==> src/sv/z_score_standardizer_top_assert.svh <==
// Assertion macros for the z-score standardiser top level.
// Depends on nothing; included by z_score_standardizer_top.sv.
`ifndef Z_SCORE_STANDARDIZER_TOP_ASSERT_SVH
`define Z_SCORE_STANDARDIZER_TOP_ASSERT_SVH
`ifndef SYNTHESIS
`define ZS_ASSERT_IMPL(label, clk, rst_n, ante, cons) \
  label: assert property (@(posedge clk) disable iff (!rst_n) (ante) |-> (cons)) \
    else $error("assertion failed");
`define ZS_ASSERT_NEXT(label, clk, rst_n, ante, cons) \
  label: assert property (@(posedge clk) disable iff (!rst_n) (ante) |=> (cons)) \
    else $error("assertion failed");
`else
`define ZS_ASSERT_IMPL(label, clk, rst_n, ante, cons)
`define ZS_ASSERT_NEXT(label, clk, rst_n, ante, cons)
`endif
`endif

==> src/sv/zss_pkg.sv <==
// Package for the z-score standardiser: sequencer states, unit opcodes, widths.
// Depends on nothing.
package zss_pkg;
  localparam int SumW = 38;
  localparam int SqW  = 53;

  typedef enum logic [3:0] {
    ST_COLLECT, ST_SQUARE, ST_ACC, ST_DIV_MEAN, ST_DIV_EX2, ST_MEAN2, ST_VAR,
    ST_SQRT, ST_READ, ST_DIFF, ST_DIV_RES, ST_EMIT
  } zss_state_t;

  typedef enum logic [1:0] {
    OP_DIV, OP_SQRT, OP_NONE
  } zss_op_t;

  typedef struct packed {
    logic    start;
    zss_op_t op;
  } zss_unit_ctl_t;
endpackage

==> src/sv/zss_iter_unit.sv <==
// Shared iterative unit: restoring divide or bit-pair square root, 64-bit.
// Depends on zss_pkg.
module zss_iter_unit import zss_pkg::*; (
  input  logic          clk,
  input  logic          rst_n,
  input  zss_unit_ctl_t ctl,
  input  logic [63:0]   num,
  input  logic [63:0]   den,
  output logic          busy,
  output logic [63:0]   result
);
  logic [63:0] a_r, a_nxt, b_r, b_nxt, q_r, q_nxt, rem_r, rem_nxt;
  logic [6:0]  cnt_r, cnt_nxt;
  zss_op_t     op_r, op_nxt;
  logic        busy_r, busy_nxt;
  logic [64:0] trial;
  logic [63:0] rsh;

  always_comb begin
    a_nxt = a_r; b_nxt = b_r; q_nxt = q_r; rem_nxt = rem_r;
    cnt_nxt = cnt_r; op_nxt = op_r; busy_nxt = busy_r;
    trial = '0; rsh = '0;
    if (ctl.start) begin
      busy_nxt = 1'b1; op_nxt = ctl.op; a_nxt = num; b_nxt = den;
      q_nxt = '0; rem_nxt = '0;
      cnt_nxt = (ctl.op == OP_SQRT) ? 7'd32 : 7'd64;
    end else if (busy_r) begin
      if (op_r == OP_DIV) begin
        rsh = {rem_r[62:0], a_r[63]};
        trial = {1'b0, rsh} - {1'b0, b_r};
        a_nxt = {a_r[62:0], 1'b0};
        if (!trial[64]) begin
          rem_nxt = trial[63:0]; q_nxt = {q_r[62:0], 1'b1};
        end else begin
          rem_nxt = rsh; q_nxt = {q_r[62:0], 1'b0};
        end
      end else begin
        rsh = {rem_r[61:0], a_r[63:62]};
        trial = {1'b0, rsh} - {1'b0, q_r[61:0], 2'b01};
        a_nxt = {a_r[61:0], 2'b00};
        if (!trial[64]) begin
          rem_nxt = trial[63:0]; q_nxt = {q_r[62:0], 1'b1};
        end else begin
          rem_nxt = rsh; q_nxt = {q_r[62:0], 1'b0};
        end
      end
      cnt_nxt = cnt_r - 7'd1;
      if (cnt_r == 7'd1) busy_nxt = 1'b0;
    end
  end

  always_ff @(posedge clk) begin
    a_r <= a_nxt; b_r <= b_nxt; q_r <= q_nxt; rem_r <= rem_nxt;
    cnt_r <= cnt_nxt; op_r <= op_nxt;
    if (!rst_n) busy_r <= 1'b0;
    else busy_r <= busy_nxt;
  end

  assign busy = busy_r;
  assign result = q_r;
endmodule

==> config.mk <==
export PLATFORM = sky130hd
export DESIGN_NAME = zss_iter_unit
export DESIGN_NICKNAME = d
export VERILOG_FILES = /design/src/sv/z_score_standardizer_top_assert.svh /design/src/sv/zss_pkg.sv /design/src/sv/zss_iter_unit.sv
export SDC_FILE = /design/constraint.sdc
export NUM_CORES = 1
export LEC_CHECK = 0
export BUFFER_PORTS_ARGS = -buffer_cell sky130_fd_sc_hd__buf_2
export CAP_MARGIN = 15
export CELL_PAD_IN_SITES_DETAIL_PLACEMENT = 1
export CELL_PAD_IN_SITES_GLOBAL_PLACEMENT = 2
export CORE_MARGIN = 2
export CORE_UTILIZATION = 37
export CTS_CLUSTER_DIAMETER = 60
export DETAILED_ROUTE_END_ITERATION = 10
export PLACE_DENSITY = 0.92
export SYNTH_ARGS = -nofsm -noshare
export SYNTH_HDL_FRONTEND = slang
export SYNTH_SLANG_ARGS = --single-unit
==> constraint.sdc <==
create_clock -name clk -period 3.65 [get_ports clk]
set_input_delay 0.365 -clock clk [delete_from_list [all_inputs] [get_ports clk]]
set_output_delay 0.365 -clock clk [all_outputs]
set_load 0.02 [all_outputs]
==> flow_metrics.tcl, run 1 <==
set metrics [dict create \
    track_usage_pct 25.28 \
    synth_edf_count 137 \
    fin_crit_ns 3.561 \
    synth-async-reset-ratio_pct 0 \
    start_util_pct 37.57 \
    grt_pass1_vias 20258 \
    r2r_setup_slack_ns 0.09 \
    status "complete, no violations" \
    syn_to_final_growth_pct 24.41 \
    ir_drop_uv 518.0 \
    root_buffer "clkbuf_16" \
    clockBufferDepth 3 \
    htreeDepth 2 \
    hp-start "den[8]" \
    timing.final.ws_setup_ns 0.08859 \
    fillers 6266 \
    start_kind "flop" \
    grt_max_degree 146 \
    yosys_warnings 0 \
    ys.flop_type "edfxtp_1" \
    grt_pass1_wl_mm 112.6 \
    clk_pin_slew_ns 0.06 \
    final_net_count 2935 \
    p_per_area_nw_per_um2 731.3 \
    dpl.hpwl_mm 53.72 \
    drive_gt1_share_pct 19.59 \
    port_buffers 197 \
    gp_congestion 0.9174 \
    worstSkewPairLatency_ns 0.56 \
    synth.avg_cell_area_um2 8.468 \
    leakage_nw 10.90 \
    avgRoutedWirePerCell_um 21.26 \
    ys_seq_area_share_pct 33.68 \
    final_cells 3393 \
    chipWidth_um 235.5 \
    worst_pin_slew_ns 0.9439 \
    max_slew_margin_pct 37.07 \
    cts_tree "built" \
    timing.setup.critical_path_class "flop to flop" \
    grt_overflow_total 0 \
    dieArea_um2 55450 \
    num_io_pins 198 \
    r2r_start "result[5]$_SDFFE_PP0P_" \
    max-cap-violations 0 \
    crit_required_ns 4.07 \
    cts.sinks 265 \
    tns_ns 0 \
    placed_cells 3252 \
    maxSlewViolCount 0 \
    critPathMaxStageDelay_ns 0.50 \
    slowest_stage "or4_4" \
    core_area_um2 52760 \
    postRouteAntennaNets 0 \
    finalClockSkew_ns 0.02793 \
    drc 0 \
    dpl_worst_slack_ns -0.1592 \
    syn-num-nets 2604 \
    antenna_found_initial 6 \
    dieHeight_um 235.5 \
    setup_viol 0 \
    synth-seq-cells 265 \
    hp-class "primary input to flop" \
    synth.distinct_cells 96 \
    total_power_mw 18.03 \
    cts-buffers-inserted 36 \
    vias 19261 \
    worstPathCellList "inv_1 > ha_4 > nand2_2 > or3_4 > buf_4 > or4_4 > a21oi_4 > o31ai_4 > o41ai_4 > a211oi_2 > o41a_1 > nand4_1 > o211ai_1" \
    fin_crit_sh_pct 97.57 \
    drtIter0Drc 1284 \
    startpoint "result[5]$_SDFFE_PP0P_" \
    drt-vias-per-instance 5.677 \
    firstDrtPassIters 6 \
    syn_area_um2 19820 \
    clock.fmax_ghz 0.2808 \
    hold_viol 0 \
    num_rows 84 \
    syn-instance-count 2341 \
    cp_max_fo 3 \
    wl_mm 72.13 \
    cp.arrival_ns 3.98 \
    end_kind "flop" \
]
per-stage QoR:
stage / hold slack [ns] / util [%] / area, um2
floorplan: 0.4639 / - / 19820
global placement: 0.4734 / 42.55 / 22450
detailed placement: 0.5130 / 42.55 / 22450
CTS: 0.003894 / 46.17 / 24360
global route: 0.02373 / 46.74 / 24660
finish: 0.05255 / 46.74 / 24660
kinds of logic (layout without fill, tap and decap cells):
group           count (synthesis)  count (layout)  share of synthesized area [%]
compound gates                721             721                          24.45
simple gates                  654             654                          14.91
buf+inv                       312             671                          6.229
flops                         265             265                          33.68
mux                           152             152                          7.757
fa+ha+maj                     130             130                          8.243
xor+xnor                      107             107                          4.727
other cells                     0               5                              0
layout by cell type, fill, tap and decap left out, types with 36 or more instances in the layout:
master         netlist  layout
nand2_1            249     247
buf_2               34     196
nor2_1             196     194
a21oi_1            185     177
inv_1              170     169
buf_4                3     162
o21ai_0            162     158
mux2i_1            139     139
edfxtp_1           137     137
dfxtp_1            128     122
ha_1               129     121
dlygate4sd3_1        0      65
xnor2_1             56      56
a21o_1              52      52
xor2_1              51      51
nand4_1             40      40
o21bai_1            40      40
o211ai_1            39      39
clkbuf_16            0      36
power breakdown:
part | total, mW | internal [mW] | switching (mW)
clock | 3.53 | 2.06 | 1.46
sequential | 3.86 | 3.49 | 0.370
combinational | 10.6 | 4.40 | 6.25
sequential cells by signal (all words and copies together), names as in the netlist:
| register | cells |
|---|---|
| rem_r | 63 |
| result | 64 |
| busy | 1 |
| b_r | 64 |
| op_r | 2 |
| a_r | 64 |
| cnt_r | 7 |
synthesized netlist by cell type (all sizes together) (33+ instances only):
| library cell | count | share of area, % |
|---|---|---|
| a211oi | 39 | 1.5 |
| dfxtp | 128 | 13 |
| nand3 | 33 | 0.83 |
| o211ai | 39 | 1.5 |
| xor2 | 51 | 2.3 |
| o21ai | 175 | 4.5 |
| clkbuf | 93 | 1.8 |
| buf | 48 | 1.2 |
| o21bai | 41 | 1.6 |
| ha | 129 | 8.1 |
| a21o | 52 | 2.0 |
| a21oi | 187 | 4.8 |
| xnor2 | 56 | 2.5 |
| inv | 170 | 3.2 |
| nand4 | 40 | 1.3 |
| nor3 | 33 | 0.83 |
| nand2 | 250 | 4.7 |
| nor2 | 198 | 3.8 |
| mux2i | 139 | 7.0 |
| edfxtp | 137 | 21 |
final cells by class:
type	count	area [um2]	share of cell area (%)
clock buffer	48	975.9	3.957
tap	688	860.8	3.490
clock inverter	18	195.2	0.7914
multi-input combinational	1764	12230	49.60
inverter	171	641.9	2.603
timing repair buffer	434	3058	12.40
antenna	5	12.51	0.05073
sequential	265	6686	27.11
worst max-delay path, delay by kind of cell, from the launching register on:
| family | cells | cell delay, ns |
|---|---|---|
| compound gates | 6 | 1.56 |
| fa+ha+maj | 1 | 0.27 |
| simple gates | 4 | 1.06 |
| flops | 1 | 0.33 |
| buf+inv | 2 | 0.21 |
worst paths after layout:
| kind | to | depth (start not counted) |
|---|---|---|
| worst max register to register | rem_r[55]$_SDFFE_PP0P_ | 13 |
| worst min register to register | result[3]$_SDFFE_PP0P_ | 2 |
| worst min-delay path | b_r[8]$_DFFE_PP_ | 1 |
| worst max-delay path | rem_r[55]$_SDFFE_PP0P_ | 13 |
routing by layer:
| layer | vias up | share of wire (%) | GRT usage (%) |
|---|---|---|---|
| li1 | 9194 | - | - |
| met1 | 9428 | 44 | 32.36 |
| met2 | 511 | 48 | 42.97 |
| met3 | 126 | 4.9 | 3.752 |
| met4 | 2 | 3.5 | 9.631 |
| met5 | - | 0.025 | 0 |
repair_timing:
item | 4_1_cts | 5_1_grt
setup buffers | 2 | 3
endpoints found under the setup margin | 9 | 60
resized for setup | 6 | 53
hold buffers | 65 | 0
endpoints found under the hold margin | 65 | 0
pin swaps | 2 | 18
gates cloned | 1 | 0
No activity file was read; power rests on OpenSTA's default activity.
==> run 2: changes to the inputs <==
--- a/config.mk
+++ b/config.mk
@@ -10,5 +10,5 @@
 export CELL_PAD_IN_SITES_DETAIL_PLACEMENT = 1
 export CELL_PAD_IN_SITES_GLOBAL_PLACEMENT = 2
-export CORE_MARGIN = 2
+export CORE_MARGIN = 3
 export CORE_UTILIZATION = 37
 export CTS_CLUSTER_DIAMETER = 60
==> constraint.sdc (replaced) <==
create_clock -name clk -period 3.65 [get_ports clk]
set_input_delay 0.73 -clock clk [delete_from_list [all_inputs] [get_ports clk]]
set_output_delay 0.73 -clock clk [all_outputs]
set_load 0.02 [all_outputs]
==> run 2 against run 1 <==
Effect of this change: total power increased by 0.90%; clock skew fell by 0.00096 ns; sequential power hardly changed; cell count fell by 2.0%; hold slack better by 0.28 ns; die area is 1.7% higher; critical endpoint is now rem_r[42]$_SDFFE_PP0P_; largest power group unchanged.
==> flow_metrics.tcl, run 2 (synthesis results as in run 1) <==
set metrics [dict create \
    ff2ff_path_depth 14 \
    path_depth 14 \
    cts.sinks 265 \
    cpLargestDelayFamily "compound AO/OA/AOI/OAI gates" \
    worstSkewPairLatency_ns 0.57 \
    clock.fmax_ghz 0.2815 \
    reg2reg_to "rem_r[42]$_SDFFE_PP0P_" \
    syn_to_final_growth_pct 21.17 \
    grt_pass1_wl_mm 111.6 \
    max-cap-violations 0 \
    end_kind "flop" \
    fillers 6301 \
    avgRoutedWirePerCell_um 21.67 \
    critPathMaxStageDelay_ns 0.40 \
    antenna_found_initial 2 \
    root_buffer "clkbuf_16" \
    hold_viol 0 \
    utilization_pct 45.53 \
    core_area_um2 52760 \
    dpl_worst_slack_ns -0.02687 \
    grt_pass1_vias 19940 \
    mostFrequentLayoutCells "247 x nand2_1, 196 x buf_2, 193 x nor2_1" \
    drtIter0Drc 1247 \
    gp_congestion 0.9709 \
    clk_pin_slew_ns 0.06 \
    dpl.hpwl_mm 53.95 \
    max_slew_margin_pct 47.29 \
    clockBufferDepth 3 \
    slowest_stage "a2111oi_4" \
    startpoint "result[8]$_SDFFE_PP0P_" \
    timing.setup.critical_path_class "flop to flop" \
    cts_tree "built" \
    cp_num_buf_inv 3 \
    p_per_area_nw_per_um2 757.6 \
    whs_ns 0.3300 \
    leakage_nw 10.66 \
    wl_mm 72.03 \
    htreeDepth 2 \
    postRouteAntennaNets 0 \
    endpoint "rem_r[42]$_SDFFE_PP0P_" \
    worst_pin_slew_ns 0.7907 \
    num_io_pins 198 \
    final_net_count 2866 \
    status "complete, no violations" \
    cts-buffers-inserted 39 \
    drc 0 \
    cp_max_fo 4 \
    tns_ns 0 \
    track_usage_pct 24.66 \
    num_rows 84 \
    port_buffers 197 \
    drt-vias-per-instance 5.730 \
    crit_required_ns 4.16 \
    grt_max_degree 77 \
    finalClockSkew_ns 0.02696 \
    setup_viol 0 \
    maxSlewViolCount 0 \
    cp.arrival_ns 4.06 \
    dieArea_um2 56390 \
    fin_crit_ns 3.552 \
    r2r_start "result[8]$_SDFFE_PP0P_" \
    r2r_setup_slack_ns 0.1 \
    rsz0062_at_grt "true" \
    chipWidth_um 237.5 \
    ir_drop_uv 378.7 \
    dieHeight_um 237.5 \
    worstPathCellList "inv_1 > ha_1 > nand2_2 > buf_4 > nor3_1 > o21a_1 > o21ai_2 > a311oi_1 > buf_4 > o21ai_2 > a2111oi_4 > mux2_2 > a221oi_1 > a22o_1" \
    fin_crit_sh_pct 97.32 \
    timing.final.ws_setup_ns 0.09778 \
    final_common_cell "nand2_1" \
    start_util_pct 37.57 \
    drive_gt1_share_pct 19.78 \
    vias 19048 \
    holdBufCountCts 0 \
    hp-class "primary input to flop" \
    grt_overflow_total 0 \
    start_kind "flop" \
    firstDrtPassIters 8 \
]
## run 2: worst min path at each step
stage,start,to,slack [ns],cells past startpoint
5_1_grt,den[4],b_r[4]$_DFFE_PP_,0.31,1
6_report,den[6],b_r[6]$_DFFE_PP_,0.33,1
3_3_place_gp,result[63]$_SDFFE_PP0P_,result[63]$_SDFFE_PP0P_,0.48,2
3_5_place_dp,result[63]$_SDFFE_PP0P_,result[63]$_SDFFE_PP0P_,0.49,2
2_1_floorplan,rem_r[62]$_SDFFE_PP0P_,rem_r[62]$_SDFFE_PP0P_,0.48,2
4_1_cts,den[6],b_r[6]$_DFFE_PP_,0.30,1
## run 2: stage by stage
step / area [um2] / power (mW) / instances
floorplan: 19820 / 10.18 / 2341
global placement: 22380 / 13.37 / 3243
detailed placement: 22380 / 13.62 / 3243
CTS: 23780 / 17.75 / 3315
global route: 24020 / 19.24 / 3324
finish: 24020 / 18.20 / 3324
## run 2: worst reg2reg max path, stage by stage, from the launching register on
cell and delay [ns]:
dfxtp_1 0.35, inv_1 0.06, ha_1 0.36, nand2_2 0.08, buf_4 0.14, nor3_1 0.34
o21a_1 0.18, o21ai_2 0.08, a311oi_1 0.29, buf_4 0.21, o21ai_2 0.10, a2111oi_4 0.40
mux2_2 0.38, a221oi_1 0.33, a22o_1 0.17
## run 2: what timing repair did
action                                 4_1_cts  5_1_grt
gates resized for setup                      6       36
buffers inserted                             0        5
endpoints found under the hold margin        0        0
cloned                                       0        2
pin swaps                                    0        4
setup endpoints to repair                    5       39
## run 2: area by class of cell
cell class / count / area [um2] / share of cell area (%)
diodes: 2 / 5.005 / 0.02084
clock inverters: 23 / 267.8 / 1.115
clock buffers: 49 / 1096 / 4.563
flip-flops and latches: 265 / 6681 / 27.82
repair buffers: 362 / 2357 / 9.814
well taps: 688 / 860.8 / 3.584
multi-input cells: 1764 / 12110 / 50.42
inverters: 171 / 641.9 / 2.672
## run 2: routing by layer
metal	vias to the layer above	GRT usage, %	routed length (um)
li1	9058	-	-
met1	9327	32.12	31410
met4	0	8.352	2289
met5	-	0	0
met3	136	4.014	3993
met2	527	41.70	34340
## run 2: report_power, final
part	switching (mW)	leakage [nW]	total [mW]	internal (mW)
clock	1.55	0.664	3.95	2.39
sequential	0.346	2.42	3.84	3.49
combinational	6.22	7.57	10.4	4.19
total	8.12	10.7	18.2	10.1
